[src/rtl/core/uvst_pkg.sv]
`timescale 1ns / 1ps
// Shared constants, codes and types of the unique value set table.
package uvst_pkg;

	localparam int CAPACITY    = 16;
	localparam int VALUE_WIDTH = 32;
	localparam int IDX_W       = $clog2(CAPACITY);
	localparam int CNT_W       = $clog2(CAPACITY + 1);
	localparam int CFG_W       = 5;
	localparam logic [CFG_W-1:0] CFG_RESET = CFG_W'(16);

	typedef enum logic [1:0] {
		OP_INSERT,
		OP_REMOVE,
		OP_READ,
		OP_WRITE
	} op_t;

	typedef enum logic [1:0] {
		ST_OK,
		ST_DUP,
		ST_FULL,
		ST_RANGE
	} status_t;

	typedef enum logic [1:0] {
		SQ_IDLE,
		SQ_SCAN,
		SQ_FETCH,
		SQ_DONE
	} seq_state_t;

	typedef struct packed {
		logic                   done;
		logic [VALUE_WIDTH-1:0] read_data;
		logic [CNT_W-1:0]       entry_count;
		logic [CNT_W-1:0]       removed_count;
		status_t                status;
	} res_t;

endpackage

[src/rtl/core/uvst_if.sv]
`timescale 1ns / 1ps
// Request and response channel interfaces of the unique value set table.
interface uvst_req_if;
	logic                                   valid;
	logic                                   ready;
	logic [1:0]                             op;
	logic [uvst_pkg::IDX_W-1:0]             index;
	logic signed [uvst_pkg::VALUE_WIDTH-1:0] value;

	modport source (output valid, output op, output index, output value, input ready);
	modport sink (input valid, input op, input index, input value, output ready);
endinterface

interface uvst_rsp_if;
	logic                                   valid;
	logic                                   ready;
	logic signed [uvst_pkg::VALUE_WIDTH-1:0] read_data;
	logic [uvst_pkg::CNT_W-1:0]             entry_count;
	logic [uvst_pkg::CNT_W-1:0]             removed_count;
	logic [1:0]                             status;

	modport source (output valid, output read_data, output entry_count,
		output removed_count, output status, input ready);
	modport sink (input valid, input read_data, input entry_count,
		input removed_count, input status, output ready);
endinterface

[src/rtl/core/uvst_mem.sv]
`timescale 1ns / 1ps
// Entry store: one write port, one read port with registered read data.
module uvst_mem (
	input  logic                             clk,
	input  logic                             we,
	input  logic [uvst_pkg::IDX_W-1:0]       waddr,
	input  logic [uvst_pkg::VALUE_WIDTH-1:0] wdata,
	input  logic                             re,
	input  logic [uvst_pkg::IDX_W-1:0]       raddr,
	output logic [uvst_pkg::VALUE_WIDTH-1:0] rdata
);

	logic [uvst_pkg::VALUE_WIDTH-1:0] mem_q [uvst_pkg::CAPACITY];

	// Write the addressed entry
	always_ff @(posedge clk) begin
		if (we) begin
			mem_q[waddr] <= wdata;
		end
	end

	// Register the read word; hold it between reads
	always_ff @(posedge clk) begin
		if (re) begin
			rdata <= mem_q[raddr];
		end
	end

endmodule

[src/rtl/core/uvst_seq.sv]
`timescale 1ns / 1ps
// Sequencer: walks the entry store one word a cycle through a shared comparator.
module uvst_seq (
	input  logic                             clk,
	input  logic                             arst_n,
	input  logic                             start,
	input  logic [1:0]                       op,
	input  logic [uvst_pkg::IDX_W-1:0]       idx,
	input  logic [uvst_pkg::VALUE_WIDTH-1:0] val,
	input  logic [uvst_pkg::CNT_W-1:0]       eff_lim,
	input  logic                             out_free,
	output logic                             idle,
	output uvst_pkg::res_t                   res
);

	uvst_pkg::seq_state_t             state_q, state_d;
	uvst_pkg::op_t                    op_q, op_d;
	uvst_pkg::status_t                status_q, status_d;
	logic [uvst_pkg::IDX_W-1:0]       idx_q, idx_d;
	logic [uvst_pkg::VALUE_WIDTH-1:0] val_q, val_d;
	logic [uvst_pkg::CNT_W-1:0]       count_q, count_d;
	logic [uvst_pkg::CNT_W-1:0]       rd_ptr_q, rd_ptr_d;
	logic [uvst_pkg::CNT_W-1:0]       wr_ptr_q, wr_ptr_d;
	logic [uvst_pkg::CNT_W-1:0]       rem_q, rem_d;
	logic                             found_q, found_d;
	logic                             cmp_vld_q, cmp_vld_d;

	logic                             mem_we, mem_re;
	logic [uvst_pkg::IDX_W-1:0]       mem_waddr, mem_raddr;
	logic [uvst_pkg::VALUE_WIDTH-1:0] mem_wdata, mem_rdata;
	logic                             eq, rd_more, scan_done, in_range;

	uvst_mem u_mem (
		.clk   (clk),
		.we    (mem_we),
		.waddr (mem_waddr),
		.wdata (mem_wdata),
		.re    (mem_re),
		.raddr (mem_raddr),
		.rdata (mem_rdata)
	);

	// Shared comparator and scan bounds
	assign eq        = cmp_vld_q && (mem_rdata == val_q);
	assign rd_more   = rd_ptr_q < count_q;
	assign scan_done = (state_q == uvst_pkg::SQ_SCAN) && !rd_more && !cmp_vld_q;
	assign in_range  = {1'b0, idx_q} < count_q;

	// Control state
	always_ff @(posedge clk or negedge arst_n) begin
		if (!arst_n) begin
			state_q   <= uvst_pkg::SQ_IDLE;
			count_q   <= '0;
			cmp_vld_q <= 1'b0;
		end else begin
			state_q   <= state_d;
			count_q   <= count_d;
			cmp_vld_q <= cmp_vld_d;
		end
	end

	// Working registers of the item in flight
	always_ff @(posedge clk) begin
		op_q     <= op_d;
		status_q <= status_d;
		idx_q    <= idx_d;
		val_q    <= val_d;
		rd_ptr_q <= rd_ptr_d;
		wr_ptr_q <= wr_ptr_d;
		rem_q    <= rem_d;
		found_q  <= found_d;
	end

	// Next state, store access and pointer updates
	always_comb begin
		state_d   = state_q;
		op_d      = op_q;
		status_d  = status_q;
		idx_d     = idx_q;
		val_d     = val_q;
		count_d   = count_q;
		rd_ptr_d  = rd_ptr_q;
		wr_ptr_d  = wr_ptr_q;
		rem_d     = rem_q;
		found_d   = found_q;
		cmp_vld_d = 1'b0;
		mem_re    = 1'b0;
		mem_raddr = rd_ptr_q[uvst_pkg::IDX_W-1:0];
		mem_we    = 1'b0;
		mem_waddr = wr_ptr_q[uvst_pkg::IDX_W-1:0];
		mem_wdata = mem_rdata;
		case (state_q)
			uvst_pkg::SQ_IDLE: begin
				if (start) begin
					op_d     = uvst_pkg::op_t'(op);
					idx_d    = idx;
					val_d    = val;
					status_d = uvst_pkg::ST_OK;
					rd_ptr_d = '0;
					wr_ptr_d = '0;
					rem_d    = '0;
					found_d  = 1'b0;
					if (op == uvst_pkg::OP_INSERT || op == uvst_pkg::OP_REMOVE) begin
						state_d = uvst_pkg::SQ_SCAN;
					end else begin
						state_d = uvst_pkg::SQ_FETCH;
					end
				end
			end
			uvst_pkg::SQ_SCAN: begin
				// Issue the next read while comparing the previous word
				if (rd_more) begin
					mem_re   = 1'b1;
					rd_ptr_d = rd_ptr_q + 1'b1;
				end
				cmp_vld_d = rd_more;
				if (cmp_vld_q) begin
					if (op_q == uvst_pkg::OP_INSERT) begin
						found_d = found_q | eq;
					end else if (eq) begin
						rem_d = rem_q + 1'b1;
					end else begin
						// Compact: move the survivor down to the write pointer
						mem_we   = 1'b1;
						wr_ptr_d = wr_ptr_q + 1'b1;
					end
				end
				if (scan_done) begin
					state_d = uvst_pkg::SQ_DONE;
					if (op_q == uvst_pkg::OP_REMOVE) begin
						count_d = wr_ptr_q;
					end else if (found_q) begin
						status_d = uvst_pkg::ST_DUP;
					end else if (count_q >= eff_lim) begin
						status_d = uvst_pkg::ST_FULL;
					end else begin
						// Append the new value at the tail
						mem_we    = 1'b1;
						mem_waddr = count_q[uvst_pkg::IDX_W-1:0];
						mem_wdata = val_q;
						count_d   = count_q + 1'b1;
					end
				end
			end
			uvst_pkg::SQ_FETCH: begin
				state_d = uvst_pkg::SQ_DONE;
				if (!in_range) begin
					status_d = uvst_pkg::ST_RANGE;
				end else if (op_q == uvst_pkg::OP_READ) begin
					mem_re    = 1'b1;
					mem_raddr = idx_q;
				end else begin
					mem_we    = 1'b1;
					mem_waddr = idx_q;
					mem_wdata = val_q;
				end
			end
			uvst_pkg::SQ_DONE: begin
				// Hold the result until the output register can take it
				if (out_free) begin
					state_d = uvst_pkg::SQ_IDLE;
				end
			end
			default: begin
				state_d = uvst_pkg::SQ_IDLE;
			end
		endcase
	end

	// Result beat
	assign idle              = state_q == uvst_pkg::SQ_IDLE;
	assign res.done          = state_q == uvst_pkg::SQ_DONE;
	assign res.read_data     = (op_q == uvst_pkg::OP_READ && status_q == uvst_pkg::ST_OK) ?
		mem_rdata : '0;
	assign res.entry_count   = count_q;
	assign res.removed_count = (op_q == uvst_pkg::OP_REMOVE) ? rem_q : '0;
	assign res.status        = status_q;

	// Count stays within the store
	a_count_bound: assert property (@(posedge clk) disable iff (!arst_n)
		count_q <= uvst_pkg::CNT_W'(uvst_pkg::CAPACITY))
		else $error("entry count above capacity");

	// Compaction writes only behind the read pointer
	a_compact_order: assert property (@(posedge clk) disable iff (!arst_n)
		(state_q == uvst_pkg::SQ_SCAN && mem_we && !scan_done) |-> (wr_ptr_q < rd_ptr_q))
		else $error("compaction write overtakes the read pointer");

	// Removed plus kept entries equal the old count
	a_remove_sum: assert property (@(posedge clk) disable iff (!arst_n)
		(scan_done && op_q == uvst_pkg::OP_REMOVE) |->
		({1'b0, rem_q} + {1'b0, wr_ptr_q} == {1'b0, count_q}))
		else $error("remove lost or invented entries");

	// An insert grows the table by at most one
	a_insert_growth: assert property (@(posedge clk) disable iff (!arst_n)
		(scan_done && op_q == uvst_pkg::OP_INSERT) |=>
		({1'b0, count_q} <= {1'b0, $past(count_q)} + 1'b1))
		else $error("insert grew the table by more than one");

endmodule

[src/rtl/core/unique_value_set_table.sv]
`timescale 1ns / 1ps
// Top level of the unique value set table.
//
// Usage:
//   req carries one operation per beat (op, index, value): insert, remove all
//   equal, read by index, write by index. rsp returns one beat per request with
//   read_data, entry_count, removed_count and status.
//   cfg_we/cfg_wdata write capacity_limit; write it only while the table idles.
// Operation:
//   Insert and remove scan the entry store one word a cycle through a single
//   comparator; read and write by index go straight to a single store access.
//   One request is in work at a time; req.ready is high only while the
//   sequencer idles, so a new request is taken only once the last has finished.
// Stall:
//   The result sits in an output register; the sequencer may take the next
//   request while it waits, and holds its own result if the register is full.
// Reset:
//   arst_n empties the table and sets capacity_limit to 16. Entry contents are
//   not cleared; only positions below the count are ever read.
module unique_value_set_table (
	input  logic                       clk,
	input  logic                       arst_n,
	uvst_req_if.sink                   req,
	uvst_rsp_if.source                 rsp,
	input  logic                       cfg_we,
	input  logic [uvst_pkg::CFG_W-1:0] cfg_wdata
);

	logic [uvst_pkg::CFG_W-1:0]       limit_q;
	logic [uvst_pkg::CNT_W-1:0]       eff_lim;
	logic                             idle, out_free, out_vld_q;
	uvst_pkg::res_t                   res;
	logic [uvst_pkg::VALUE_WIDTH-1:0] rdata_q;
	logic [uvst_pkg::CNT_W-1:0]       cnt_q, rem_q;
	uvst_pkg::status_t                status_q;

	// Capacity limit register
	always_ff @(posedge clk or negedge arst_n) begin
		if (!arst_n) begin
			limit_q <= uvst_pkg::CFG_RESET;
		end else if (cfg_we) begin
			limit_q <= cfg_wdata;
		end
	end

	// Saturate the limit at the store depth
	assign eff_lim = ({1'b0, limit_q} > (uvst_pkg::CFG_W + 1)'(uvst_pkg::CAPACITY)) ?
		uvst_pkg::CNT_W'(uvst_pkg::CAPACITY) : uvst_pkg::CNT_W'(limit_q);

	uvst_seq u_seq (
		.clk      (clk),
		.arst_n   (arst_n),
		.start    (req.valid && idle),
		.op       (req.op),
		.idx      (req.index),
		.val      (req.value),
		.eff_lim  (eff_lim),
		.out_free (out_free),
		.idle     (idle),
		.res      (res)
	);

	assign req.ready = idle;
	assign out_free  = !out_vld_q || rsp.ready;

	// Output register valid
	always_ff @(posedge clk or negedge arst_n) begin
		if (!arst_n) begin
			out_vld_q <= 1'b0;
		end else if (out_free) begin
			out_vld_q <= res.done;
		end
	end

	// Output register payload
	always_ff @(posedge clk) begin
		if (out_free && res.done) begin
			rdata_q  <= res.read_data;
			cnt_q    <= res.entry_count;
			rem_q    <= res.removed_count;
			status_q <= res.status;
		end
	end

	assign rsp.valid         = out_vld_q;
	assign rsp.read_data     = rdata_q;
	assign rsp.entry_count   = cnt_q;
	assign rsp.removed_count = rem_q;
	assign rsp.status        = status_q;

endmodule

[src/flat_wrapper.sv]
// flat-port wrapper written by rule: the top's interface ports become plain ports
module unique_value_set_table_flat 
  (clk, arst_n, cfg_we, cfg_wdata, req_valid, req_op, req_index, req_value, req_ready, rsp_valid, rsp_read_data, rsp_entry_count, rsp_removed_count, rsp_status, rsp_ready);
  uvst_req_if req_i ();
  uvst_rsp_if rsp_i ();
  input  logic clk;
  input  logic arst_n;
  input  logic cfg_we;
  input  logic [uvst_pkg::CFG_W-1:0] cfg_wdata;
  input wire logic [$bits(req_i.valid)-1:0] req_valid;
  input wire logic [$bits(req_i.op)-1:0] req_op;
  input wire logic [$bits(req_i.index)-1:0] req_index;
  input wire logic [$bits(req_i.value)-1:0] req_value;
  output wire logic [$bits(req_i.ready)-1:0] req_ready;
  output wire logic [$bits(rsp_i.valid)-1:0] rsp_valid;
  output wire logic [$bits(rsp_i.read_data)-1:0] rsp_read_data;
  output wire logic [$bits(rsp_i.entry_count)-1:0] rsp_entry_count;
  output wire logic [$bits(rsp_i.removed_count)-1:0] rsp_removed_count;
  output wire logic [$bits(rsp_i.status)-1:0] rsp_status;
  input wire logic [$bits(rsp_i.ready)-1:0] rsp_ready;
  assign req_i.valid = req_valid;
  assign req_i.op = req_op;
  assign req_i.index = req_index;
  assign req_i.value = req_value;
  assign req_ready = req_i.ready;
  assign rsp_valid = rsp_i.valid;
  assign rsp_read_data = rsp_i.read_data;
  assign rsp_entry_count = rsp_i.entry_count;
  assign rsp_removed_count = rsp_i.removed_count;
  assign rsp_status = rsp_i.status;
  assign rsp_i.ready = rsp_ready;
  unique_value_set_table u_core (.clk(clk), .arst_n(arst_n), .req(req_i), .rsp(rsp_i), .cfg_we(cfg_we), .cfg_wdata(cfg_wdata));
endmodule
[config.mk]
export PLATFORM = sky130hd
export DESIGN_NAME = unique_value_set_table_flat
export DESIGN_NICKNAME = d
export VERILOG_FILES = /design/src/rtl/core/uvst_pkg.sv /design/src/rtl/core/uvst_if.sv /design/src/rtl/core/uvst_mem.sv /design/src/rtl/core/uvst_seq.sv /design/src/rtl/core/unique_value_set_table.sv /design/src/flat_wrapper.sv
export SDC_FILE = /design/constraint.sdc
export NUM_CORES = 1
export LEC_CHECK = 0
export BUFFER_PORTS_ARGS = -buffer_cell sky130_fd_sc_hd__buf_4
export CAP_MARGIN = 20
export CORE_MARGIN = 2
export CORE_UTILIZATION = 55
export CTS_CLUSTER_SIZE = 12
export DETAILED_ROUTE_END_ITERATION = 6
export PLACE_DENSITY = 0.75
export RECOVER_POWER = 25
export SLEW_MARGIN = 20
export SYNTH_ARGS = -nofsm -noshare
export SYNTH_HDL_FRONTEND = slang
export SYNTH_HIERARCHICAL = 1
export SYNTH_SLANG_ARGS = --single-unit
[constraint.sdc]
create_clock -name clk -period 5.24 [get_ports clk]
set_input_delay 1.048 -clock clk [delete_from_list [all_inputs] [get_ports clk]]
set_output_delay 1.048 -clock clk [all_outputs]
set_load 0.01 [all_outputs]
==> results.py, run 1 <==
metrics = {
    "clock_network": {
        "cts_tree": "yes",
        "postCtsSetupBuffers": 0,
        "cts_sinks": 658,
        "cts_root_buf": "clkbuf_16",
        "clock_tree.buffer_depth": 3,
        "clk_latency_ns": 0.59,
        "clk_pin_slew_ns": 0.06,
        "cts_inserted_buffers": 68,
        "cts_resized": 0,
        "ctsHtreeMaxLevel": 3,
        "ctsHoldBuffers": 0,
    },
    "critical_path": {
        "critPathMaxStageDelay_ns": 0.68,
        "path_class": "flip-flop to flip-flop",
        "crit_top_cell": "a211o_1",
        "r2r_cells": 11,
        "cp.arrival_ns": 4.57,
        "crit_chain": "inv_1 -> ha_1 -> nand2b_1 -> a211o_1 -> a31o_1 -> a21oi_4 -> a21oi_1 -> a211o_1 -> or3b_2 -> nor3_4 -> buf_4",
        "path_max_fanout": 12,
        "r2r_end": "u_core/u_seq/u_mem/mem_q[0][11]",
        "cp-start-kind": "flip-flop",
        "r2r_start": "u_core/u_seq/count_q[0]",
        "slowest_stage": "nor3_4",
        "cp_data_required_time_ns": 5.51,
        "r2r_slack_ns": 0.94,
        "crit_path_end_kind": "flip-flop",
    },
    "run": {
        "maxCapViolations": 5,
    },
    "status": {
        "outcome": "complete, but fails checks",
        "failed_checks": "DRC, capacitance limit, slew limit",
    },
    "sta": {
        "tightestPinTransition_ns": 2.181,
        "max_slew_margin_pct": -46.51,
        "timing.setup.tns_ns": 0,
        "post-route-period-util_pct": 82.15,
        "setup_viol": 0,
        "grt_setup_unrepaired": "false",
        "period_minus_slack_ns": 4.305,
        "fmax_mhz": 232.3,
        "hold_violations": 0,
        "finClkSkew_ns": 0.01990,
        "final_max_slew_viol_count": 110,
        "holdWs_ns": 0.4877,
        "setup_slack_ns": 0.9354,
    },
    "placed_design": {
        "dp.cells": 1991,
        "dp_hpwl_um": 34550,
        "dp_slack_ns": 0.9533,
        "place_congestion": 0.8598,
        "portBuffers": 93,
    },
    "power": {
        "sw_frac_of_total_pct": 32.69,
        "vdd_drop_max_uv": 315.3,
        "switching_power_mw": 6.055,
        "pwr-share-seq_pct": 44.6,
        "p_leak_nw": 9.512,
        "p_total_mw": 18.52,
        "power_density_nw_per_um2": 628.4,
        "combPwrFrac_pct": 32.5,
        "internal-power_mw": 12.47,
        "clkPwrFrac_pct": 22.9,
    },
    "grt": {
        "grt_first_pass_wirelength_um": 89490,
        "grt_pass1_vias": 13640,
        "overflow": 0,
        "grt_usage_pct": 24.86,
        "antenna_found_initial": 0,
        "grt_max_degree": 57,
    },
    "worst_hold_path": {
        "whs_endpoint": "u_core/rsp.status[1]",
        "hold_path_depth": 0,
        "min_from": "u_core/u_seq/status_q[1]",
        "min_path_type": "flip-flop to flip-flop",
    },
    "floorplan": {
        "dieArea_um2": 49210,
        "pin_count": 94,
        "die_x_um": 221.8,
        "core_um2": 46650,
        "initial_core_util_pct": 55.94,
        "fp.dieH_um": 221.8,
        "num_rows": 79,
    },
    "synth": {
        "async_flop_share_pct": 2.128,
        "synth_fp_nets": 1384,
        "ys_seq_area_share_pct": 75.45,
        "syn_inst": 1315,
        "synth-main-ff-cell": "edfxtp_1",
        "synth_area_per_cell_um2": 19.85,
        "yosys_warnings": 6,
        "ys_ff_latch": 658,
        "syn_area_um2": 26100,
        "synth-edff-count": 644,
        "synth_cell_types": 54,
    },
    "finish": {
        "final_net_count": 1523,
        "diodes": 0,
        "drive_above_1_share_pct": 20.79,
        "synthToLayoutAreaGrowth_pct": 12.95,
        "final_cells": 2093,
        "final_cell_mix": "edfxtp_1, mux4_2, clkbuf_1, clkbuf_16, a22oi_1",
        "fillers": 3160,
        "final_common_cell": "edfxtp_1",
    },
    "route": {
        "wirelength_um": 59960,
        "num_vias": 13530,
        "drc": 6,
        "route.antenna.remaining_nets": 0,
        "drtIter0Drc": 1834,
        "detail_route.first_pass.iterations": 7,
        "wl_per_cell_um": 28.65,
        "viasPerCell": 6.465,
    },
}
[worst max path at each step]
stage | from | to | slack (ns)
after floorplan | u_core/limit_q[4] | u_core/u_seq/u_mem/mem_q[8][0] | 0.16
after global placement | u_core/u_seq/count_q[1] | u_core/u_seq/u_mem/mem_q[0][14] | 1.05
after detailed placement | u_core/u_seq/count_q[0] | u_core/u_seq/u_mem/mem_q[0][14] | 0.95
after CTS | u_core/u_seq/count_q[0] | u_core/u_seq/u_mem/mem_q[0][6] | 0.94
after global routing | u_core/u_seq/state_q[1] | u_core/u_seq/u_mem/mem_q[0][6] | 0.74
final | u_core/u_seq/count_q[0] | u_core/u_seq/u_mem/mem_q[0][11] | 0.94
[sequential cells by signal, summed over array words and instances, names as in the netlist, 32 cells and up]
| register | count |
|---|---|
| u_core/u_seq/u_mem/mem_q | 512 |
| u_core/u_seq/val_q | 32 |
| u_core/u_seq/u_mem/rdata | 32 |
| u_core/rsp.read_data | 32 |
[critical path: cells and delay by family (launching register included)]
kind | cells | cell delay [ns]
AND/OR/NAND/NOR | 3 | 1.43
adder cells (fa/ha/maj) | 1 | 0.28
flip-flops | 1 | 0.52
AO/OA/AOI/OAI | 5 | 1.27
buffers and inverters | 2 | 0.49
[logic make-up after synthesis]
group	count (synthesis)	share of synthesized area (%)
AOI/OAI and AO/OA	152	4.674
xor gates and xnor gates	39	1.309
adders and majority gates	21	1.007
buffers and inverters	77	1.414
DFF	658	75.45
muxes	140	11.55
and+or+nand+nor	228	4.598
[layout make-up]
| cell class | instances | area, µm² | share of cell area (%) |
|---|---|---|---|
| Clock buffer | 84 | 1826 | 6.193 |
| Clock inverter | 18 | 76.32 | 0.2589 |
| Inverter | 16 | 60.06 | 0.2037 |
| Multi-Input combinational cell | 580 | 6201 | 21.04 |
| Sequential cell | 658 | 19690 | 66.80 |
| Tap cell | 607 | 759.5 | 2.577 |
| Timing Repair Buffer | 130 | 864.6 | 2.933 |
[synthesized netlist by cell type (4+ instances only)]
library cell / instances / area, µm²
edfxtp_1: 644 / 19340
mux4_2: 128 / 2883
and2_1: 76 / 475.5
a22oi_1: 65 / 488.0
nand2_1: 54 / 202.7
nor2_1: 33 / 123.9
a221o_1: 32 / 320.3
xnor2_1: 30 / 262.8
clkbuf_1: 28 / 105.1
ha_1: 21 / 262.8
inv_1: 15 / 56.30
a21oi_1: 14 / 70.07
buf_4: 13 / 97.59
dfrtp_1: 13 / 325.3
nand2b_1: 13 / 81.33
nand3_1: 11 / 55.05
buf_1: 10 / 37.54
nor2b_1: 9 / 56.30
nor3_1: 9 / 45.04
o21ai_0: 9 / 45.04
xor2_1: 9 / 78.83
buf_2: 7 / 35.03
nand4_1: 7 / 43.79
a211o_1: 6 / 52.55
a22o_1: 5 / 43.79
mux2_1: 5 / 56.30
a31oi_1: 4 / 25.02
and3_1: 4 / 25.02
mux2_2: 4 / 45.04
[routing by layer]
| metal | up-vias | global-route usage [%] | share of wire (%) |
|---|---|---|---|
| met2 | 823 | 39.20 | 48 |
| met3 | 113 | 4.638 | 11 |
| met5 | - | 0 | 0 |
| met4 | 0 | 8.304 | 3.1 |
| met1 | 6950 | 35.62 | 39 |
| li1 | 5645 | - | - |
[metrics by stage]
step	area (µm²)	util [%]
CTS	29710	63.68
global route	29480	63.18
detailed placement	27810	59.60
floorplan	26100	-
global placement	27810	59.60
finish	29480	63.18
[power groups by stage]
stage | combinational, mW | clock [mW] | sequential [mW]
detailed placement | 6.08 | 0 | 8.36
finish | 6.01 | 4.24 | 8.27
global placement | 5.87 | 0 | 8.32
global route | 6.49 | 4.53 | 8.32
CTS | 6.12 | 4.31 | 8.26
floorplan | 4.09 | 0 | 8.26
No activity file was read; power rests on OpenSTA's default activity.
==> run 2, diff against run 1 <==
--- a/config.mk
+++ b/config.mk
@@ -11,7 +11,7 @@
 export CORE_UTILIZATION = 55
 export CTS_CLUSTER_SIZE = 12
 export DETAILED_ROUTE_END_ITERATION = 6
-export PLACE_DENSITY = 0.75
+export PLACE_DENSITY = 0.72
 export RECOVER_POWER = 25
 export SLEW_MARGIN = 20
 export SYNTH_ARGS = -nofsm -noshare
==> constraint.sdc (replaced) <==
create_clock -name clk -period 4.4 [get_ports clk]
set_input_delay 0.88 -clock clk [delete_from_list [all_inputs] [get_ports clk]]
set_output_delay 0.88 -clock clk [all_outputs]
set_load 0.01 [all_outputs]
==> run 2 against run 1 <==
Net effect:
- the flow still finishes with violations (DRC, capacitance limit, slew limit)
- non-clock buffer count up 7
- sequential share of layout area fell by 0.49 points
- die area is the same
- maximum frequency up 7.8%
- clock skew is 0.0051 ns higher
- utilization is 0.47 points higher
- power rose by 20%
- setup slack worse by 0.53 ns
- wire length increased by 2.0%
- clock power up 19%
- critical path type unchanged
- largest power group unchanged
==> results.py, run 2 (synthesized netlist as in run 1, its figures left out) <==
metrics = {
    "grt": {
        "grt_pass1_vias": 13820,
        "grt_first_pass_wirelength_um": 90010,
        "overflow": 0,
        "grt_usage_pct": 25.14,
        "antenna_found_initial": 1,
        "grt_max_degree": 56,
    },
    "route": {
        "detail_route.first_pass.iterations": 7,
        "drc": 8,
        "viasPerCell": 6.495,
        "num_vias": 13610,
        "route.antenna.remaining_nets": 0,
        "wl_per_cell_um": 29.17,
        "drtIter0Drc": 1759,
        "wirelength_um": 61140,
    },
    "power": {
        "p_leak_nw": 9.588,
        "pwr-share-seq_pct": 44.4,
        "combPwrFrac_pct": 32.8,
        "sw_frac_of_total_pct": 33.00,
        "switching_power_mw": 7.315,
        "vdd_drop_max_uv": 486.5,
        "power_density_nw_per_um2": 746.4,
        "clkPwrFrac_pct": 22.8,
        "internal-power_mw": 14.85,
    },
    "worst_hold_path": {
        "min_path_type": "input pin to asynchronous set/reset pin",
    },
    "finish": {
        "largest_reg_flops": 512,
        "stdcell_area_um2": 29690,
        "drive_above_1_share_pct": 21.42,
        "diodes": 0,
        "final_net_count": 1530,
        "final_cells": 2096,
        "final_common_cell": "edfxtp_1",
        "final_cell_mix": "edfxtp_1, mux4_2, clkbuf_16, clkbuf_1, a22oi_1",
        "top_register": "u_core/u_seq/u_mem/mem_q",
        "post-route-util_pct": 63.65,
        "synthToLayoutAreaGrowth_pct": 13.78,
    },
    "sta": {
        "tightestPinTransition_ns": 2.561,
        "setup_viol": 0,
        "max_slew_margin_pct": -70.82,
        "fmax_mhz": 250.4,
        "post-route-period-util_pct": 90.77,
        "setup_slack_ns": 0.4062,
        "hold_violations": 0,
        "period_minus_slack_ns": 3.994,
        "grt_setup_unrepaired": "false",
        "final_max_slew_viol_count": 97,
        "finClkSkew_ns": 0.02502,
    },
    "critical_path": {
        "r2r_slack_ns": 0.41,
        "path_class": "flip-flop to flip-flop",
        "crit_chain": "inv_1 -> ha_1 -> clkbuf_1 -> clkinv_1 -> clkbuf_1 -> nor3_1 -> o21a_1 -> buf_4",
        "crit_top_cell": "clkbuf_1",
        "r2r_start": "u_core/u_seq/state_q[1]",
        "cp-start-kind": "flip-flop",
        "r2r_end": "u_core/u_seq/u_mem/rdata[19]",
        "cp_data_required_time_ns": 4.68,
        "slowest_stage": "o21a_1",
        "r2r_cells": 8,
        "critPathMaxStageDelay_ns": 1.01,
        "cp.arrival_ns": 4.27,
        "path_max_fanout": 16,
        "crit_path_end_kind": "flip-flop",
    },
    "status": {
        "failed_checks": "DRC, capacitance limit, slew limit",
        "outcome": "complete, but fails checks",
    },
    "floorplan": {
        "fp.dieH_um": 221.8,
        "die_x_um": 221.8,
        "dieArea_um2": 49210,
        "num_rows": 79,
        "pin_count": 94,
        "core_um2": 46650,
        "initial_core_util_pct": 55.94,
    },
    "placed_design": {
        "dp.cells": 1998,
        "place_congestion": 0.8681,
        "dp_slack_ns": 0.5057,
        "portBuffers": 93,
        "place_area_um2": 28040,
        "dp_hpwl_um": 33330,
    },
    "clock_network": {
        "ctsHoldBuffers": 0,
        "clk_pin_slew_ns": 0.06,
        "cts_resized": 0,
        "clock_tree.buffer_depth": 3,
        "cts_sinks": 658,
        "cts_root_buf": "clkbuf_16",
        "cts_tree": "yes",
        "clk_latency_ns": 0.60,
        "postCtsSetupBuffers": 0,
        "ctsHtreeMaxLevel": 3,
        "cts_inserted_buffers": 68,
    },
    "run": {
        "maxCapViolations": 3,
    },
}
## run 2: changes by cell type in the layout (fill, tap and decap cells not counted), moves of 3 or more
cell,previous run,this run
buf_4,29,23
nor3_4,1,4
clkbuf_1,72,68
nor3_2,3,0
and2_0,38,33
buf_12,9,21
clkinv_1,15,10
and2_1,37,42
## run 2: worst max-delay path: cells and delay by family (launching register included)
kind / cells / cell delay [ns]
flip-flops: 1 / 0.40
buffers and inverters: 5 / 1.50
AND/OR/NAND/NOR: 1 / 0.37
AO/OA/AOI/OAI: 1 / 1.01
adder cells (fa/ha/maj): 1 / 0.40
## run 2: worst max-delay path by stage
stage	slack (ns)	endpoint	startpoint
3_3_place_gp	0.61	u_core/u_seq/u_mem/rdata[2]	u_core/u_seq/count_q[2]
3_5_place_dp	0.51	u_core/u_seq/u_mem/rdata[2]	u_core/u_seq/count_q[2]
2_1_floorplan	-0.18	u_core/u_seq/u_mem/mem_q[1][0]	u_core/limit_q[4]
5_1_grt	0.19	u_core/u_seq/u_mem/rdata[29]	u_core/u_seq/state_q[1]
4_1_cts	0.47	u_core/u_seq/u_mem/rdata[2]	u_core/u_seq/count_q[2]
6_report	0.41	u_core/u_seq/u_mem/rdata[19]	u_core/u_seq/state_q[1]
## run 2: power by group through the flow
| stage | Clock, mW | Combinational, mW | Sequential, mW |
|---|---|---|---|
| after global placement | 0 | 7.16 | 9.92 |
| after detailed placement | 0 | 7.40 | 9.95 |
| final | 5.06 | 7.27 | 9.83 |
| after CTS | 5.15 | 7.44 | 9.83 |
| after global routing | 5.37 | 7.85 | 9.91 |
| after floorplan | 0 | 4.88 | 9.84 |
## run 2: routing by layer
| layer | part of all wire, % | track usage [%] |
|---|---|---|
| met5 | 0 | 0 |
| met4 | 2.9 | 7.607 |
| met3 | 10 | 5.632 |
| met2 | 48 | 39.52 |
| met1 | 39 | 35.79 |
## run 2: stage by stage
| stage | total power, mW | hold slack, ns | setup TNS [ns] |
|---|---|---|---|
| floorplan | 14.72 | 0.4495 | -16.98 |
| finish | 22.17 | 0.3930 | 0 |
| CTS | 22.42 | 0.1331 | 0 |
| detailed placement | 17.35 | 0.4800 | 0 |
| global placement | 17.08 | 0.4749 | 0 |
| global route | 23.13 | 0.4546 | 0 |
## run 2: area by class of cell
cell class / instances / area, µm²
inverter: 16 / 60.06
clock inverter: 18 / 125.1
tap: 607 / 759.5
fill: 3194 / 16960
sequential: 658 / 19690
clock buffer: 80 / 1768
timing repair buffer: 137 / 1072
multi-input combinational: 580 / 6220
==> run 3, diff against run 2 <==
--- a/config.mk
+++ b/config.mk
@@ -7,10 +7,10 @@
 export LEC_CHECK = 0
 export BUFFER_PORTS_ARGS = -buffer_cell sky130_fd_sc_hd__buf_4
 export CAP_MARGIN = 20
-export CORE_MARGIN = 2
 export CORE_UTILIZATION = 55
 export CTS_CLUSTER_SIZE = 12
 export DETAILED_ROUTE_END_ITERATION = 6
+export GPL_ROUTABILITY_DRIVEN = 0
 export PLACE_DENSITY = 0.72
 export RECOVER_POWER = 25
 export SLEW_MARGIN = 20
==> run 3 against run 2 <==
Net effect:
- the run still ends with DRC, capacitance limit, slew limit left
- sequential share of layout area shrank 0.41 points
- register-to-register slack about the same
- design area up 0.63%
- power grew 1.8%
- final cell count grew 1.1%
- combinational power grew 2%
- global-route usage grew 0.75 points
- maximum frequency is 0.24% higher
==> results.py, run 3 (synthesized netlist as in run 1, its figures left out) <==
metrics = {
    "route": {
        "met1_length_um": 24450,
        "wl_per_cell_um": 28.45,
        "num_vias": 13590,
        "drc": 18,
        "wl_met3_um": 5541,
        "route.antenna.remaining_nets": 0,
        "detail_route.first_pass.iterations": 7,
        "viasPerCell": 6.411,
        "drtIter0Drc": 1756,
        "dr_wl_met2_um": 29180,
        "wirelength_um": 60310,
        "dr.max_layer_used": "met4",
    },
    "clock_network": {
        "clock_tree.buffer_depth": 3,
        "clk_pin_slew_ns": 0.06,
        "ctsHtreeMaxLevel": 3,
        "cts_root_buf": "clkbuf_16",
        "cts_tree": "yes",
        "cts_sinks": 658,
        "postCtsSetupBuffers": 0,
        "clk_latency_ns": 0.60,
        "ctsHoldBuffers": 0,
        "cts_inserted_buffers": 68,
        "cts_resized": 0,
    },
    "floorplan": {
        "pin_count": 94,
        "die_x_um": 219.8,
        "initial_core_util_pct": 55.94,
        "dieArea_um2": 48330,
        "num_rows": 79,
        "core_um2": 46650,
        "fp.dieH_um": 219.8,
    },
    "sta": {
        "finClkSkew_ns": 0.02600,
        "period_minus_slack_ns": 3.984,
        "holdWs_ns": 0.3762,
        "tightestPinTransition_ns": 2.307,
        "post-route-period-util_pct": 90.55,
        "setup_viol": 0,
        "grt_setup_unrepaired": "false",
        "timing.setup.tns_ns": 0,
        "final_max_slew_viol_count": 69,
        "hold_violations": 0,
        "max_slew_margin_pct": -53.87,
        "fmax_mhz": 251.0,
        "setup_slack_ns": 0.4159,
    },
    "grt": {
        "overflow": 0,
        "grt_pass1_vias": 13650,
        "grt_max_degree": 44,
        "antenna_found_initial": 1,
        "grt_first_pass_wirelength_um": 89020,
        "grt_usage_pct": 25.89,
    },
    "worst_hold_path": {
        "min_path_type": "input pin to asynchronous set/reset pin",
    },
    "finish": {
        "final_cells": 2120,
        "final_net_count": 1545,
        "synthToLayoutAreaGrowth_pct": 14.50,
        "post-route-util_pct": 64.05,
        "final_common_cell": "edfxtp_1",
        "largest_reg_flops": 512,
        "stdcell_area_um2": 29880,
        "top_register": "u_core/u_seq/u_mem/mem_q",
        "final_cell_mix": "edfxtp_1, mux4_2, clkbuf_1, clkbuf_16, a22oi_1",
        "drive_above_1_share_pct": 21.81,
        "diodes": 0,
    },
    "critical_path": {
        "cp_data_required_time_ns": 4.69,
        "path_max_fanout": 32,
        "cp-start-kind": "flip-flop",
        "cp.arrival_ns": 4.28,
        "path_class": "flip-flop to flip-flop",
        "crit_path_end_kind": "flip-flop",
    },
    "run": {
        "maxCapViolations": 3,
    },
    "status": {
        "outcome": "complete, but fails checks",
        "failed_checks": "DRC, capacitance limit, slew limit",
    },
    "power": {
        "p_total_mw": 22.56,
        "power_density_nw_per_um2": 754.9,
        "p_leak_nw": 9.690,
        "vdd_drop_max_uv": 443.8,
    },
    "placed_design": {
        "dp_hpwl_um": 35290,
        "portBuffers": 93,
        "dp_slack_ns": 0.6088,
        "dp.cells": 2013,
        "place_area_um2": 28160,
    },
}
[run 3: changes by cell type in the layout (fill, tap and decap cells not counted), sizes merged]
cell / change
clkinv: -4
buf: +11
bufinv: +2
inv: -1
clkinvlp: -1
clkbuf: +17
[run 3: cell type report]
class / count / area [µm²]
flip-flops and latches: 658 / 19690
repair buffers: 152 / 1165
fillers: 3147 / 16770
multi-input cells: 580 / 6210
inverters: 16 / 60.06
clock inverters: 14 / 148.9
clock buffers: 93 / 1848
well taps: 607 / 759.5
[run 3: power by group]
part,internal [mW],switching [mW]
clock network,3.04,2.23
registers,9.41,0.414
logic,2.69,4.77
total,15.1,7.41
[run 3: layer usage]
layer  vias up  global-route usage (%)
met1      7060                   38.11
li1       5698                       -
met2       738                   40.89
met4         0                   6.736
met3        96                   4.044
met5         -                       0
[run 3: critical path, cell delays in order (launching register included)]
cell,delay (ns)
dfstp_2,0.56
nor2b_1,0.06
ha_1,0.28
nand2b_1,0.14
a211o_1,0.31
a31o_1,0.24
a21oi_4,0.28
a31o_2,0.21
clkbuf_2,0.84
a221o_1,0.73
[run 3: worst paths after layout]
kind / from / to / slack, ns / depth (start not counted)
setup / recovery: u_core/limit_q[4] / u_core/u_seq/u_mem/mem_q[0][7] / 0.42 / 9
setup reg to reg: u_core/limit_q[4] / u_core/u_seq/u_mem/mem_q[0][7] / 0.42 / 9
max in group asynchronous: arst_n / u_core/u_seq/count_q[2] / 3.48 / 1
hold / removal: arst_n / u_core/u_seq/count_q[3] / 0.38 / 1
hold reg to reg: u_core/u_seq/status_q[1] / u_core/rsp.status[1] / 0.49 / 0
min in group clk: req_value[5] / u_core/u_seq/val_q[5] / 0.47 / 1
